**config.mk**
```make
export PLATFORM = sky130hd
export DESIGN_NAME = sie_mul
export DESIGN_NICKNAME = d
export VERILOG_FILES = /design/src/design/sie_pkg.sv /design/src/design/sie_mul.sv
export SDC_FILE = /design/constraint.sdc
export NUM_CORES = 2
export LEC_CHECK = 0
export ABC_AREA = 0
export BUFFER_PORTS_ARGS = -buffer_cell sky130_fd_sc_hd__clkbuf_2
export CELL_PAD_IN_SITES_DETAIL_PLACEMENT = 1
export CELL_PAD_IN_SITES_GLOBAL_PLACEMENT = 2
export CORE_ASPECT_RATIO = 0.5
export CORE_MARGIN = 4
export CORE_UTILIZATION = 30
export DETAILED_ROUTE_END_ITERATION = 8
export GPL_ROUTABILITY_DRIVEN = 0
export PLACE_DENSITY_LB_ADDON = 0.1
export SYNTH_ARGS = -nofsm -noshare
export SYNTH_HDL_FRONTEND = slang
export SYNTH_SLANG_ARGS = --single-unit
```
**constraint.sdc**
```tcl
create_clock -name clk -period 11.7 [get_ports clk]
set_clock_uncertainty 0.15 [all_clocks]
set_input_delay 1.17 -clock clk [delete_from_list [all_inputs] [get_ports clk]]
set_output_delay 1.17 -clock clk [all_outputs]
set_load 0.005 [all_outputs]
```
**src/design/sie_pkg.sv**
```systemverilog
// Shared constants, types and helpers of the scoreboard issue/execute core.
// No dependencies; imported by every module of the block.
package sie_pkg;

    localparam int MEM_WORDS     = 4096;
    localparam int NUM_REGISTERS = 16;
    localparam int PROG_DEPTH    = 8192;

    localparam int MEM_AW  = $clog2(MEM_WORDS);
    localparam int REG_W   = 4;
    localparam int XLEN    = 64;
    localparam int CYC_W   = 21;
    localparam int OCYC_W  = 20;
    localparam int PC_W    = 14;
    localparam int TGT_W   = 13;
    localparam int LAT_W   = 4;
    localparam int CFG_W   = 20;
    localparam int CFG_IW  = 3;

    // instruction codes
    localparam logic [3:0] F_ADD  = 4'd0;
    localparam logic [3:0] F_SUB  = 4'd1;
    localparam logic [3:0] F_MUL  = 4'd2;
    localparam logic [3:0] F_MAC  = 4'd3;
    localparam logic [3:0] F_ADDI = 4'd4;
    localparam logic [3:0] F_LD   = 4'd5;
    localparam logic [3:0] F_ST   = 4'd6;
    localparam logic [3:0] F_NOP  = 4'd7;
    localparam logic [3:0] F_HALT = 4'd8;
    localparam logic [3:0] F_BEQ  = 4'd9;
    localparam logic [3:0] F_BNE  = 4'd10;
    localparam logic [3:0] F_BLT  = 4'd11;
    localparam logic [3:0] F_BGE  = 4'd12;

    // configuration register indexes
    localparam logic [CFG_IW-1:0] CFG_MUL_LAT   = 3'd0;
    localparam logic [CFG_IW-1:0] CFG_MAC_LAT   = 3'd1;
    localparam logic [CFG_IW-1:0] CFG_LOAD_LAT  = 3'd2;
    localparam logic [CFG_IW-1:0] CFG_BR_COST   = 3'd3;
    localparam logic [CFG_IW-1:0] CFG_PROG_LEN  = 3'd4;
    localparam logic [CFG_IW-1:0] CFG_CYC_LIMIT = 3'd5;

    typedef struct packed {
        logic [CYC_W-1:0] ready;
        logic [XLEN-1:0]  value;
    } rf_entry_t;

    typedef struct packed {
        logic [PC_W-1:0]   next_pc;
        logic [OCYC_W-1:0] issue_cycle;
        logic [OCYC_W-1:0] cycle_after;
        logic              branch_taken;
        logic              write_enable;
        logic [REG_W-1:0]  write_reg;
        logic [XLEN-1:0]   write_value;
        logic              halted;
        logic              fault;
        logic              overrun;
    } res_t;

    function automatic logic [OCYC_W-1:0] sat20(input logic [CYC_W-1:0] v);
        return (v[CYC_W-1:OCYC_W] != '0) ? {OCYC_W{1'b1}} : v[OCYC_W-1:0];
    endfunction

    function automatic logic [LAT_W-1:0] at_least_one(input logic [LAT_W-1:0] v);
        return (v == '0) ? LAT_W'(1) : v;
    endfunction

endpackage

```
**src/design/sie_mul.sv**
```systemverilog
// Iterative 64x64 multiplier keeping the low word: three 32x32 partial products.
// Depends on sie_pkg. start loads operands; done pulses once the product is complete.
module sie_mul (
    input  logic                     clk,
    input  logic                     rst_n,
    input  logic                     start,
    input  logic [sie_pkg::XLEN-1:0] a,
    input  logic [sie_pkg::XLEN-1:0] b,
    output logic                     done,
    output logic [sie_pkg::XLEN-1:0] product
);
    import sie_pkg::*;

    localparam int H = XLEN / 2;

    logic [1:0]      step_reg;
    logic            busy_reg;
    logic            done_reg;
    logic [XLEN-1:0] a_reg;
    logic [XLEN-1:0] b_reg;
    logic [XLEN-1:0] prod_reg;
    logic [XLEN-1:0] acc_reg;
    logic [H-1:0]    op_x;
    logic [H-1:0]    op_y;
    logic [XLEN-1:0] pp;

    always_comb
    begin
        case (step_reg)
            2'd0:
            begin
                op_x = a_reg[H-1:0];
                op_y = b_reg[H-1:0];
            end
            2'd1:
            begin
                op_x = a_reg[H-1:0];
                op_y = b_reg[XLEN-1:H];
            end
            default:
            begin
                op_x = a_reg[XLEN-1:H];
                op_y = b_reg[H-1:0];
            end
        endcase
    end

    assign pp = op_x * op_y;

    always_ff @(posedge clk or negedge rst_n)
    begin
        if (!rst_n)
        begin
            step_reg <= '0;
            busy_reg <= 1'b0;
            done_reg <= 1'b0;
        end
        else if (start)
        begin
            step_reg <= '0;
            busy_reg <= 1'b1;
            done_reg <= 1'b0;
        end
        else
        begin
            done_reg <= busy_reg && (step_reg == 2'd3);
            if (busy_reg)
            begin
                step_reg <= step_reg + 2'd1;
                if (step_reg == 2'd3)
                begin
                    busy_reg <= 1'b0;
                end
            end
        end
    end

    // accumulate lags the product register by one step
    always_ff @(posedge clk)
    begin
        if (start)
        begin
            a_reg <= a;
            b_reg <= b;
        end
        else if (busy_reg)
        begin
            prod_reg <= pp;
            case (step_reg)
                2'd0:    acc_reg <= acc_reg;
                2'd1:    acc_reg <= prod_reg;
                default: acc_reg <= acc_reg + {prod_reg[H-1:0], {H{1'b0}}};
            endcase
        end
    end

    assign done    = done_reg;
    assign product = acc_reg;

endmodule
```
==> out/results.txt <==
Post-Synthesis Cell Area = 43,100 µm²
Aggregate global routing overflow = 0
Floorplan core area = 141,000 µm²
Final worst path period share = 91.6%
CTS Hold Buffers Added = 0
Vert. Die Dim = 276 µm
Final count of negative-setup-slack endpoints = 0
GRT Resource Usage Total = 23.4%
Avg Synthesized Cell Area = 9.85 µm²
Crit Path Class = register to register
H-tree level count = 1
WP data arrival = 10.92 ns
Clock transition at path regs = 0.06 ns
Number of placement rows = 97
Ports = 196
Width of the chip = 544 µm
Count of maximum capacitance violations = 0
Via count of the first global-routing pass = 35,400
Worst hold-check path type = input port to async pin
Residual DRC count = 0
Antenna violations before repair = 7
Final hold violation count = 0
Routed wire length per instance = 27.0 µm
Nature of the critical path startpoint = register
HPWL Detailed = 144,000 µm
Clock tree sinks = 260
Deepest clock path buffer count = 3
Starting Density = 30.5%
Worst Path Max Fanout = 64
Cells after Synth = 4,372
First-pass GRT wire length = 252,000 µm
Share of synthesized area occupied by flip-flops and latches = 18.1%
Final net count = 5,830
Clock buffer count from CTS = 29
Total of flip-flops plus latches after synthesis = 260
Critical Path End Type = register
Reg-to-Reg Start = step_reg[0]
Post-CTS setup buffer count = 0
Fmax = 93.3 MHz
Number of cells on the worst reg-to-reg path = 30
Net count after synthesis = 5,698
Count of nets left with antenna violations after detail routing = 0
Most common cell on crit path = fa_1
Pin count of the biggest net entering global routing = 67
FFs w/ async S/R, synth = 1.54%
Worst endpoint required time = 11.91 ns
Clock tree root buffer cell = clkbuf_16
Per-cell via count in the routed design = 4.90
Ys Warns = 0
CTS tree = built
Slowest stage delay, CP = 1.10 ns
Number of library cell types mapped by synthesis = 69
Number of instances resized during post-cts repair = 0
Clock latency at the later pin of the worst-skew pair = 0.67 ns
Final setup TNS = 0 ns
Fraction of layout instances using a drive strength above 1 = 10.5%
Max-slew headroom = 7.49%
Via Count = 31,400
Capture point of the worst reg-to-reg path = prod_reg[56]
IO Port Bufs = 195
Critical Path Slowest Stage Cell = mux2i_2
Number of enable-type register cells in the synthesized netlist = 256
Total iterations of the first detailed-routing run = 7
Fin crit period = 10.72 ns
Final wirelength = 173,000 µm
Internal reg-to-reg setup slack = 0.98 ns
Die area = 150,000 µm²
Prevailing post-synth register cell = edfxtp_1
Start point of the critical path = step_reg[0]
1st-iter DRT viols = 2,048
Synthesis-to-layout area growth = 10.7%
RSZ-0062 raised after global routing = false
Result of the run = finished clean
Slew at the pin closest to its max-slew limit = 1.36 ns
Final Max Tran Viols = 0
Crit path capture = prod_reg[56]
metrics by stage:
stage          setup WS, ns  hold slack (ns)  utilization [%]  cells  area (µm²)
2_1_floorplan          2.51            0.348                -   4372       43100
3_3_place_gp           1.13            0.361             33.0   6354       46600
3_5_place_dp          0.982            0.364             33.0   6354       46600
4_1_cts               0.918            0.174             33.7   6405       47600
5_1_grt               0.417            0.188             33.7   6405       47600
6_report              0.982            0.220             33.7   6410       47700
critical path, delay by kind of cell, from the launching register on:
family / cells / cell delay (ns)
muxes: 1 / 1.10
DFF: 1 / 0.48
and+or+nand+nor: 6 / 1.26
AOI/OAI and AO/OA: 5 / 1.38
xor gates and xnor gates: 1 / 0.18
buffers and inverters: 7 / 1.03
adders and majority gates: 10 / 4.63
cell usage in the layout, fill, tap and decap left out, types with 6 or more instances in the layout:
cell type and count:
fa_1 897, bufinv_16 6, clkbuf_16 29, o21ai_1 15
nor3_1 13, mux2_2 67, nand3_1 23, nand2_1 529
xor2_1 34, o21ai_0 66, nand4_1 18, a221oi_1 6
edfxtp_1 256, mux2i_2 45, ha_1 297, nor2b_1 11
and4_1 6, a41oi_1 6, inv_1 897, clkbuf_2 194
nand2b_1 12, o21a_1 8, o21bai_1 17, xnor2_1 55
mux2i_4 6, nor2_1 613, and2_1 41, a21o_1 50
a211oi_1 7, a21oi_1 88, a31oi_1 9, buf_4 93
o211ai_1 6, o31ai_1 6, mux2i_1 14
cell usage after synthesis (all sizes together), types with 7 or more instances:
library cell | number | area [µm²]
fa | 897 | 18000
inv | 897 | 3370
nor2 | 615 | 2320
nand2 | 529 | 1990
ha | 298 | 3730
edfxtp | 256 | 7690
clkbuf | 170 | 658
a21oi | 88 | 440
o21ai | 84 | 432
mux2 | 68 | 766
mux2i | 65 | 651
xnor2 | 55 | 482
a21o | 50 | 375
and2 | 42 | 263
xor2 | 34 | 298
nand3 | 23 | 115
buf | 19 | 109
nand4 | 19 | 125
o21bai | 17 | 128
nor2b | 13 | 81.3
nor3 | 13 | 65.1
nand2b | 12 | 75.1
a31oi | 10 | 77.6
and4 | 8 | 73.8
o21a | 8 | 60.1
a211oi | 7 | 52.6
o31ai | 7 | 66.3
logic make-up after synthesis:
kind of cell,share of synthesized area (%)
compound gates,4.72
xor+xnor,1.81
fa+ha+maj,50.4
buf+inv,9.60
flops,18.1
mux,3.29
simple gates,12.1
how the worst min path moves through the flow:
stage            startpoint           to  slack (ns)  cells past startpoint
4_1_cts               rst_n         done        0.17                      1
2_1_floorplan  prod_reg[50]  product[50]        0.35                      2
5_1_grt               rst_n         done        0.19                      1
3_3_place_gp   prod_reg[60]  product[60]        0.36                      2
3_5_place_dp   prod_reg[60]  product[60]        0.36                      2
6_report              rst_n         done        0.22                      1
routing by layer:
metal  track usage (%)  up-vias  part of all wire (%)  wire length, µm
met1              35.1    17000                    49            84600
met2              36.0      722                    44            75200
met4              3.38        2                   1.5             2650
li1                  -    13600                     -                -
met3              4.14      110                   6.0            10400
met5                 0        -                0.0064               11
final cells by class:
class | instances | area, µm²
fillers | 16100 | 93600
repair buffers | 290 | 1720
well taps | 1881 | 2350
flip-flops and latches | 260 | 7790
diodes | 5 | 12.5
clock buffers | 31 | 733
inverters | 897 | 3370
clock inverters | 20 | 275
multi-input cells | 3026 | 31400
Power is left out: the tool's default activity adds up to more than one toggle a clock period on the data nets, which glitch-free logic cannot reach.
