--- src/design/sie_pkg.sv ---
// Shared constants, types and helpers of the scoreboard issue/execute core.
// No dependencies; imported by every module of the block.
package sie_pkg;

    localparam int MEM_WORDS     = 4096;
    localparam int NUM_REGISTERS = 16;
    localparam int PROG_DEPTH    = 8192;

    localparam int MEM_AW  = $clog2(MEM_WORDS);
    localparam int REG_W   = 4;
    localparam int XLEN    = 64;
    localparam int CYC_W   = 21;
    localparam int OCYC_W  = 20;
    localparam int PC_W    = 14;
    localparam int TGT_W   = 13;
    localparam int LAT_W   = 4;
    localparam int CFG_W   = 20;
    localparam int CFG_IW  = 3;

    // instruction codes
    localparam logic [3:0] F_ADD  = 4'd0;
    localparam logic [3:0] F_SUB  = 4'd1;
    localparam logic [3:0] F_MUL  = 4'd2;
    localparam logic [3:0] F_MAC  = 4'd3;
    localparam logic [3:0] F_ADDI = 4'd4;
    localparam logic [3:0] F_LD   = 4'd5;
    localparam logic [3:0] F_ST   = 4'd6;
    localparam logic [3:0] F_NOP  = 4'd7;
    localparam logic [3:0] F_HALT = 4'd8;
    localparam logic [3:0] F_BEQ  = 4'd9;
    localparam logic [3:0] F_BNE  = 4'd10;
    localparam logic [3:0] F_BLT  = 4'd11;
    localparam logic [3:0] F_BGE  = 4'd12;

    // configuration register indexes
    localparam logic [CFG_IW-1:0] CFG_MUL_LAT   = 3'd0;
    localparam logic [CFG_IW-1:0] CFG_MAC_LAT   = 3'd1;
    localparam logic [CFG_IW-1:0] CFG_LOAD_LAT  = 3'd2;
    localparam logic [CFG_IW-1:0] CFG_BR_COST   = 3'd3;
    localparam logic [CFG_IW-1:0] CFG_PROG_LEN  = 3'd4;
    localparam logic [CFG_IW-1:0] CFG_CYC_LIMIT = 3'd5;

    typedef struct packed {
        logic [CYC_W-1:0] ready;
        logic [XLEN-1:0]  value;
    } rf_entry_t;

    typedef struct packed {
        logic [PC_W-1:0]   next_pc;
        logic [OCYC_W-1:0] issue_cycle;
        logic [OCYC_W-1:0] cycle_after;
        logic              branch_taken;
        logic              write_enable;
        logic [REG_W-1:0]  write_reg;
        logic [XLEN-1:0]   write_value;
        logic              halted;
        logic              fault;
        logic              overrun;
    } res_t;

    function automatic logic [OCYC_W-1:0] sat20(input logic [CYC_W-1:0] v);
        return (v[CYC_W-1:OCYC_W] != '0) ? {OCYC_W{1'b1}} : v[OCYC_W-1:0];
    endfunction

    function automatic logic [LAT_W-1:0] at_least_one(input logic [LAT_W-1:0] v);
        return (v == '0) ? LAT_W'(1) : v;
    endfunction

endpackage

--- src/design/sie_regfile.sv ---
// Architectural register file: value and ready cycle per register, two read ports.
// Depends on sie_pkg. Unwritten entries read as zero through per-entry valid bits.
module sie_regfile (
    input  logic                    clk,
    input  logic                    rst_n,
    input  logic [sie_pkg::REG_W-1:0] raddr1,
    input  logic [sie_pkg::REG_W-1:0] raddr2,
    input  logic                    we,
    input  logic [sie_pkg::REG_W-1:0] waddr,
    input  sie_pkg::rf_entry_t      wdata,
    output sie_pkg::rf_entry_t      rdata1,
    output sie_pkg::rf_entry_t      rdata2
);
    import sie_pkg::*;

    rf_entry_t                rf_mem [NUM_REGISTERS];
    logic [NUM_REGISTERS-1:0] valid_reg;
    rf_entry_t                rdata1_reg;
    rf_entry_t                rdata2_reg;

    always_ff @(posedge clk or negedge rst_n)
    begin
        if (!rst_n)
        begin
            valid_reg <= '0;
        end
        else if (we)
        begin
            valid_reg[waddr] <= 1'b1;
        end
    end

    // read returns the old contents on a same-edge write; the core forwards
    always_ff @(posedge clk)
    begin
        if (we)
        begin
            rf_mem[waddr] <= wdata;
        end
        rdata1_reg <= valid_reg[raddr1] ? rf_mem[raddr1] : '0;
        rdata2_reg <= valid_reg[raddr2] ? rf_mem[raddr2] : '0;
    end

    assign rdata1 = rdata1_reg;
    assign rdata2 = rdata2_reg;

endmodule

--- config.mk ---
export PLATFORM = sky130hd
export DESIGN_NAME = sie_regfile
export DESIGN_NICKNAME = d
export VERILOG_FILES = /design/src/design/sie_pkg.sv /design/src/design/sie_regfile.sv
export SDC_FILE = /design/constraint.sdc
export NUM_CORES = 1
export LEC_CHECK = 0
export BUFFER_PORTS_ARGS = -buffer_cell sky130_fd_sc_hd__buf_2
export CAP_MARGIN = 20
export CORE_ASPECT_RATIO = 0.7
export CORE_UTILIZATION = 56
export DETAILED_ROUTE_END_ITERATION = 16
export GPL_ROUTABILITY_DRIVEN = 1
export PLACE_DENSITY = 0.76
export SETUP_SLACK_MARGIN = 0.15
export SYNTH_ARGS = -nofsm -noshare
export SYNTH_HDL_FRONTEND = slang
export SYNTH_SLANG_ARGS = --single-unit
--- constraint.sdc ---
create_clock -name clk -period 1.6 [get_ports clk]
set_clock_uncertainty 0.15 [all_clocks]
set_input_delay 0.24 -clock clk [delete_from_list [all_inputs] [get_ports clk]]
set_output_delay 0.24 -clock clk [all_outputs]
set_load 0.01 [all_outputs]
==> results of run 1 <==
[critical path: cells and delay by family (launching register included)]
kind,cells,cell delay [ns]
flops,1,0.41
simple gates,1,0.21
compound gates,2,0.33
buf+inv,2,0.37
mux,1,0.45
[final timing paths]
path / slack, ns / to
worst max-delay path: -0.49 / rdata1[7]$_SDFF_PN0_
worst min-delay path: 0.007 / rf_mem[13][57]$_DFFE_PP_
worst max register to register: -0.49 / rdata1[7]$_SDFF_PN0_
worst min register to register: 0.34 / valid_reg[11]$_DFFE_PN0P_
max in group asynchronous: 0.50 / valid_reg[6]$_DFFE_PN0P_
min in group asynchronous: 0.48 / valid_reg[10]$_DFFE_PN0P_
[Yosys cell counts]
master / count
nor2b_1: 4
buf_6: 1
nand2_1: 1
dfxtp_1: 170
buf_1: 16
nor2_1: 14
edfxtp_1: 1360
a22o_1: 4
and2_1: 2
buf_2: 88
nand3b_1: 2
or2_2: 16
nor3_1: 4
buf_4: 13
or3b_2: 1
dfrtp_1: 16
mux4_2: 688
nor2_2: 2
a22oi_1: 340
a21oi_1: 170
nand3_1: 1
nand2b_1: 2
clkbuf_1: 130
[power by group through the flow]
| stage | logic (uW) | registers (uW) | clock network [uW] |
|---|---|---|---|
| 6_report | 10800 | 46500 | 35100 |
| 5_1_grt | 11200 | 46600 | 36800 |
| 4_1_cts | 10600 | 46500 | 35300 |
| 3_5_place_dp | 9440 | 47000 | 0 |
| 3_3_place_gp | 9230 | 47000 | 0 |
| 2_1_floorplan | 5130 | 46900 | 0 |
[per-layer routing]
metal / up-vias / GRT usage (%) / share of wire (%)
met5: - / 0 / 0.029
met4: 10 / 11.34 / 3.1
met3: 418 / 6.979 / 12
met2: 3131 / 50.96 / 48
met1: 20460 / 45.66 / 37
li1: 14780 / - / -
[layout make-up]
class	instances	area share, %
multi-input combinational	1251	24.95
antenna	6	0.01856
sequential	1546	55.56
clock buffer	188	4.860
timing repair buffer	763	11.17
tap	1537	2.377
clock inverter	80	1.073
[cells by family (layout without fill, tap and decap cells)]
group                  after synthesis  after routing
AND/OR/NAND/NOR                     49             49
AO/OA/AOI/OAI                      514            514
buffers and inverters              248           1031
flip-flops                        1546           1546
multiplexers                       688            688
other                                0              6
[metrics by stage]
step / setup slack [ns] / TNS, ns / instance area, sq um / hold slack, ns / std cells
after floorplan: -1.766 / -1491.62 / 66490 / -0.2056 / 3045
after global placement: -0.5882 / -371.61 / 73550 / 0.02358 / 4993
after detailed placement: -0.5779 / -402.97 / 73550 / 0.04017 / 4993
after CTS: -0.4598 / -78.34 / 80600 / 0.0006323 / 5357
after global routing: -0.5149 / -83.16 / 80880 / 0.02572 / 5367
final: -0.4878 / -74.86 / 80890 / 0.006573 / 5371
[cell usage in the layout (no fill, tap or decap), types with 2 or more instances in the layout]
cell type,instances
nor3_4,4
edfxtp_1,1360
bufinv_16,15
nor2b_4,4
dfxtp_2,111
diode_2,6
clkinvlp_4,5
buf_12,211
and2_4,2
clkinv_1,22
nand2b_4,2
nor2_4,16
inv_6,7
dlygate4sd3_1,87
a21oi_4,11
or2_2,16
a22o_1,4
clkinv_8,5
a22oi_1,334
buf_16,3
mux4_2,688
buf_8,6
dfxtp_1,17
a22oi_2,6
clkbuf_16,148
buf_4,185
clkinv_2,23
a21oi_2,159
clkbuf_1,30
nand3b_1,2
buf_2,112
clkbuf_8,12
dfrtp_1,16
dfxtp_4,42
buf_6,157
[repair_timing]
action,in CTS,in global routing
hold buffers,88,1
pin swaps,2,3
setup endpoints to repair,340,796
setup buffers,5,7
cloned,3,2
resized for setup,346,40
hold endpoints to repair,1382,16
==> results by group, run 1 <==
Worst setup path
  – Critical Path Sink Type: register
  – Worst-path maximum fanout: 8
  – Worst endpoint required time: 2.08 ns
  – Crit path launch type: register
  – Critical path origin: valid_reg[9]$_DFFE_PN0P_
  – R2r startpoint: valid_reg[9]$_DFFE_PN0P_
  – CP Data Arrival Time: 2.57 ns
  – Critical path class: reg -> reg
  – Slowest cell on crit path: mux4_2
  – CP peak stage delay: 0.45 ns
  – R2R cell count: 6
  – Cells along the critical path: mux4_2 -> a22o_1 -> nor2_4 -> buf_12 -> buf_12 -> a21oi_2
  – Most frequent cell on the critical path: buf_12

STA
  – Rel. slew slack: 66.33%
  – Max-slew violations: 0
  – Min cycle time layout: roughly 2.1 ns
  – Final setup fails: 292
  – Max frequency: around 480 MHz
  – Least-Margin Pin Slew: 0.5050 ns
  – Fin crit share: 130.5%
  – Unrepaired setup endpoints after global routing: yes
  – Final hold vios: 0
  – Setup slack after layout: -0.4878 ns

Yosys
  – Most area-consuming cells after synthesis: edfxtp_1 63%, mux4_2 24%, dfxtp_1 5.2%
  – Mux share of post-synthesis cell area: 23.86%
  – Syn Nets: 3,145
  – Post-Synth XOR/XNOR Area: 0%
  – Area share of fa/ha/maj cells after synthesis: 0%
  – Syn Inst Count: 3,045
  – Post-synthesis simple-gate area fraction: 0.4123%
  – Unique cell type count in the Yosys netlist: 23
  – Largest family of logic cells by synthesized area: multiplexers
  – Sequential fraction of the synthesis area: 68.74%
  – Synth top area share: between 60 and 70%
  – Post-synthesis register bit count: 1,546
  – Cell type with the largest total area after synthesis: edfxtp_1
  – Synth Area in Compound Gates: under 10%
  – Syn. warnings: 0
  – Synthesized area: 64,940 sq um
  – Syn Area/Cell: roughly 21 sq um

Floorplan
  – # IOs: 270
  – Die area: 117,400 sq um
  – Initial cell density of the core: a little under three fifths
  – Die height: 286.9 microns
  – Chip width: 409.0 microns
  – FP Rows: 104
  – Core Box Area: 115,000 sq um

Hold path
  – Worst hold stages: 4
  – Hold Path Origin: waddr[0]
  – Hold crit path type: in -> reg

Placed design
  – Routability Congestion: 0.8437
  – Post-DP HPWL: 120.8 mm
  – Buffers on Ports: 269

Clock network
  – CTS H-tree lvls: 4
  – Clock Latency Late Sink: 0.79 ns
  – CTS tree: yes
  – Num CTS Buffers: 143
  – Clk buf depth: 3
  – Clock transition at path regs: 0.06 ns
  – Clock sink count: 1,546
  – Clk root buf: clkbuf_16

Power
  – Worst vdd rail ir drop: 0.001223 V
  – Comb pwr share: 11.7%
  – Reg power frac: 50.3%
  – Pwr per Cell Area: 1143 nW/um^2
  – Leakage power: 0.02636 uW
  – Sw Share: a little under a quarter
  – Clock Power Share: 38.0%
  – Net Sw Power: 21,620 uW
  – Internal: 70,810 uW
  – Final Power: around 92,000 uW

Detailed routing
  – Routed via count: between 30,000 and 40,000
  – Via/cell ratio: 7.224
  – DRT iter0 DRCs: 5,501
  – Post-DRT Antenna Nets: 0
  – DRC: 0
  – Routed len/inst: 35.38 microns
  – WL final: 190.0 mm
  – DRT Pass-1 Iters: 6

Final layout
  – Fill cells: ~6,600
  – Area Overhead vs Synth: 24.56%
  – Register Area: between 40,000 and 50,000 sq um
  – Util after Layout: 70.32%
  – Final nets: 3,805
  – Layout cell share with drive strength beyond 1: 51.10%
  – Max reg flops: 1,360
  – Area of the multi-input gates: 20,180 sq um

GRT
  – Number of antenna violations at the first check in global routing: 9
  – Pin count of the biggest net entering global routing: 33
  – Total GRT Usage: 32.43%
  – First-pass GRT wire length: 274.1 mm
  – GRT overflow: 0
  – Vias in the first global route: approximately 40,000

Flow run
  – Max Cap Viol: 0

Run status
  – Outcome: finished with violations
  – Failing checks: negative setup slack
Note: power is estimated with default switching activity, not from simulation.
==> inputs of run 2 (changes only) <==
--- a/config.mk
+++ b/config.mk
@@ -8,10 +8,10 @@
 export BUFFER_PORTS_ARGS = -buffer_cell sky130_fd_sc_hd__buf_2
 export CAP_MARGIN = 20
 export CORE_ASPECT_RATIO = 0.7
-export CORE_UTILIZATION = 56
+export CORE_UTILIZATION = 50
 export DETAILED_ROUTE_END_ITERATION = 16
 export GPL_ROUTABILITY_DRIVEN = 1
-export PLACE_DENSITY = 0.76
+export PLACE_DENSITY = 0.67
 export SETUP_SLACK_MARGIN = 0.15
 export SYNTH_ARGS = -nofsm -noshare
 export SYNTH_HDL_FRONTEND = slang
==> constraint.sdc (replaced) <==
create_clock -name clk -period 2.5 [get_ports clk]
set_clock_uncertainty 0.15 [all_clocks]
set_input_delay 0.375 -clock clk [delete_from_list [all_inputs] [get_ports clk]]
set_output_delay 0.375 -clock clk [all_outputs]
set_load 0.01 [all_outputs]
==> results by group, run 2 (synthesis gave the netlist of run 1 again) <==
Power
  – Leakage power: 0.02488 uW (-5.6%)
  – Pwr per Cell Area: 758.2 nW/um^2 (-34%)
  – Clock Power Share: 39.8% (+1.8 points)
  – Comb pwr share: 9.5% (-2.2 points)
  – Sw Share: 22.93% (-0.47 points)
  – Final Power: 58,330 uW (-37%)
  – Internal: 44,950 uW (-37%)
  – Worst vdd rail ir drop: 0.0005730 V (-53%)
  – Reg power frac: 50.6% (+0.3 points)
  – Net Sw Power: 13,370 uW (-38%)

STA
  – Unrepaired setup endpoints after global routing: no
  – Final hold vios: 0 (unchanged)
  – Rel. slew slack: 51.67% (-15 points)
  – Least-Margin Pin Slew: 0.7226 ns (+0.2175 ns)
  – Hold slack: 0.04851 ns (+0.04194 ns)
  – Max frequency: 458.7 MHz (-4.2%)
  – Max-slew violations: 0 (unchanged)
  – Fin crit share: 87.21% (-43 points)
  – Min cycle time layout: 2.180 ns (+0.09239 ns)
  – Final setup fails: 0 (-100%)
  – Setup slack after layout: 0.3198 ns (+0.8076 ns)

Final layout
  – Register Area: 44,640 sq um (-0.66%)
  – Final nets: 3,616 (-5.0%)
  – Commonest non-fill, non-tap cell in the layout: edfxtp_1
  – Fill cells: 8,955 (+35%)
  – Area of the multi-input gates: 19,430 sq um (-3.7%)
  – Post-Layout Inst Area: 76,930 sq um (-4.9%)
  – Layout cell share with drive strength beyond 1: 39.49% (-12 points)
  – Max reg flops: 1,360 (unchanged)
  – Area Overhead vs Synth: 18.46%
  – Commonest cells after routing, fill and taps aside: 1,360 x edfxtp_1, 688 x mux4_2, 340 x a22oi_1, 265 x buf_2

Hold path
  – Hold crit path type: in -> reg

Clock network
  – Clk root buf: clkbuf_16
  – Clock sink count: 1,546 (unchanged)
  – CTS H-tree lvls: 4 (unchanged)
  – Clock transition at path regs: 0.06 ns (about the same)
  – CTS tree: yes
  – Clock Latency Late Sink: 0.79 ns (about the same)
  – Num CTS Buffers: 149 (+4.2%)
  – Clk buf depth: 3 (unchanged)

Floorplan
  – FP Rows: 110 (+5.8%)
  – Die area: 131,400 sq um (+12%)
  – # IOs: 270 (unchanged)
  – Chip width: 432.8 microns (+5.8%)
  – Initial cell density of the core: 50.46% (-6.0 points)
  – Die height: 303.5 microns (+5.8%)
  – Core Box Area: 128,700 sq um (+12%)

Detailed routing
  – DRT Pass-1 Iters: 6 (unchanged)
  – Routed len/inst: 34.55 microns (-2.4%)
  – Via/cell ratio: 6.818 (-5.6%)
  – DRT iter0 DRCs: 4,937 (-10%)
  – DRC: 0 (unchanged)
  – WL final: 186.0 mm (-2.1%)
  – Post-DRT Antenna Nets: 0 (unchanged)
  – Routed via count: 36,720 (-5.4%)

GRT
  – GRT overflow: 0 (unchanged)
  – Pin count of the biggest net entering global routing: 91 (+180%)
  – Total GRT Usage: 28.57% (-3.9 points)
  – First-pass GRT wire length: 266.2 mm (-2.9%)
  – Number of antenna violations at the first check in global routing: 11 (+2)
  – Vias in the first global route: 38,100 (-3.8%)

Placed design
  – Place WS: -0.04120 ns (+0.5367 ns)
  – Buffers on Ports: 269 (unchanged)
  – Routability Congestion: 0.8038 (-4.7%)
  – DP Area: 70,990 sq um (-3.5%)
  – Post-DP HPWL: 108.6 mm (-10%)

Worst setup path
  – Crit path launch type: register
  – Worst-path maximum fanout: 26 (+18)
  – Critical Path Sink Type: register
  – Critical path class: reg -> reg
  – Worst endpoint required time: 2.97 ns (+0.89 ns)
  – CP Data Arrival Time: 2.65 ns (+0.08 ns)

Run status
  – Outcome: finished clean

Flow run
  – Max Cap Viol: 0 (unchanged)
[run 2: cell types whose count changed in the layout (fill, tap and decap cells not counted), sizes merged]
| cell | previous run | this run |
|---|---|---|
| buf | 674 | 480 |
| clkbuf | 190 | 208 |
| clkinv | 51 | 47 |
| inv | 9 | 6 |
| bufinv | 15 | 14 |
| clkinvlp | 5 | 4 |
| diode | 6 | 5 |
| dlygate4sd3 | 87 | 88 |
[run 2: critical path, cell delays in order, from the launching register on]
cell	delay (ns)
dfrtp_1	0.41
mux4_2	0.46
a22o_1	0.28
nor2_4	0.24
buf_12	0.30
a21oi_1	0.16
[run 2: per-stage QoR]
step	utilization (%)	cells	TNS, ns
floorplan	-	3045	-428.26
detailed placement	55.17	5013	-0.04120
finish	59.78	5385	0
global route	59.78	5382	0
CTS	59.77	5380	0
global placement	55.17	5013	0
[run 2: worst paths after layout]
| kind | end | from | cells after the start | slack [ns] |
|---|---|---|---|---|
| max in group asynchronous | valid_reg[11]$_DFFE_PN0P_ | rst_n | 3 | 1.06 |
| min in group asynchronous | valid_reg[2]$_DFFE_PN0P_ | rst_n | 3 | 0.69 |
| max | rdata1[59]$_SDFF_PN0_ | valid_reg[0]$_DFFE_PN0P_ | 5 | 0.32 |
| min reg2reg | valid_reg[9]$_DFFE_PN0P_ | valid_reg[9]$_DFFE_PN0P_ | 1 | 0.35 |
| min | rf_mem[15][56]$_DFFE_PP_ | waddr[3] | 3 | 0.05 |
| max reg2reg | rdata1[59]$_SDFF_PN0_ | valid_reg[0]$_DFFE_PN0P_ | 5 | 0.32 |
[run 2: final cells by class]
class	count	share of cell area [%]
Timing Repair Buffer	568	7.316
Sequential cell	1546	58.03
Clock buffer	208	5.562
Clock inverter	71	0.9970
Multi-Input combinational cell	1251	25.25
Antenna cell	5	0.01626
Tap cell	1736	2.823
[run 2: power groups by stage]
stage	Clock [uW]	Combinational (uW)	Sequential [uW]
final	23200	5570	29500
after global routing	24500	5860	29600
after CTS	23500	5570	29500
after detailed placement	0	5430	30100
after global placement	0	5330	30000
after floorplan	0	2790	30000
[run 2: layer usage]
| layer | vias to the layer above | GRT usage [%] | wire (microns) | share of wire, % |
|---|---|---|---|---|
| met5 | - | 0 | 45 | 0.024 |
| met3 | 413 | 6.188 | 18910 | 10 |
| met1 | 19560 | 39.19 | 70300 | 38 |
| met4 | 6 | 10.22 | 6014 | 3.2 |
| met2 | 2367 | 45.69 | 90770 | 49 |
| li1 | 14370 | - | - | - |
[run 2: repair_timing]
action                     4_1_cts  5_1_grt
setup endpoints to repair        0        0
setup buffers                    0        0
hold buffers                    88        0
hold endpoints to repair      1377        0
resized for setup                0        0
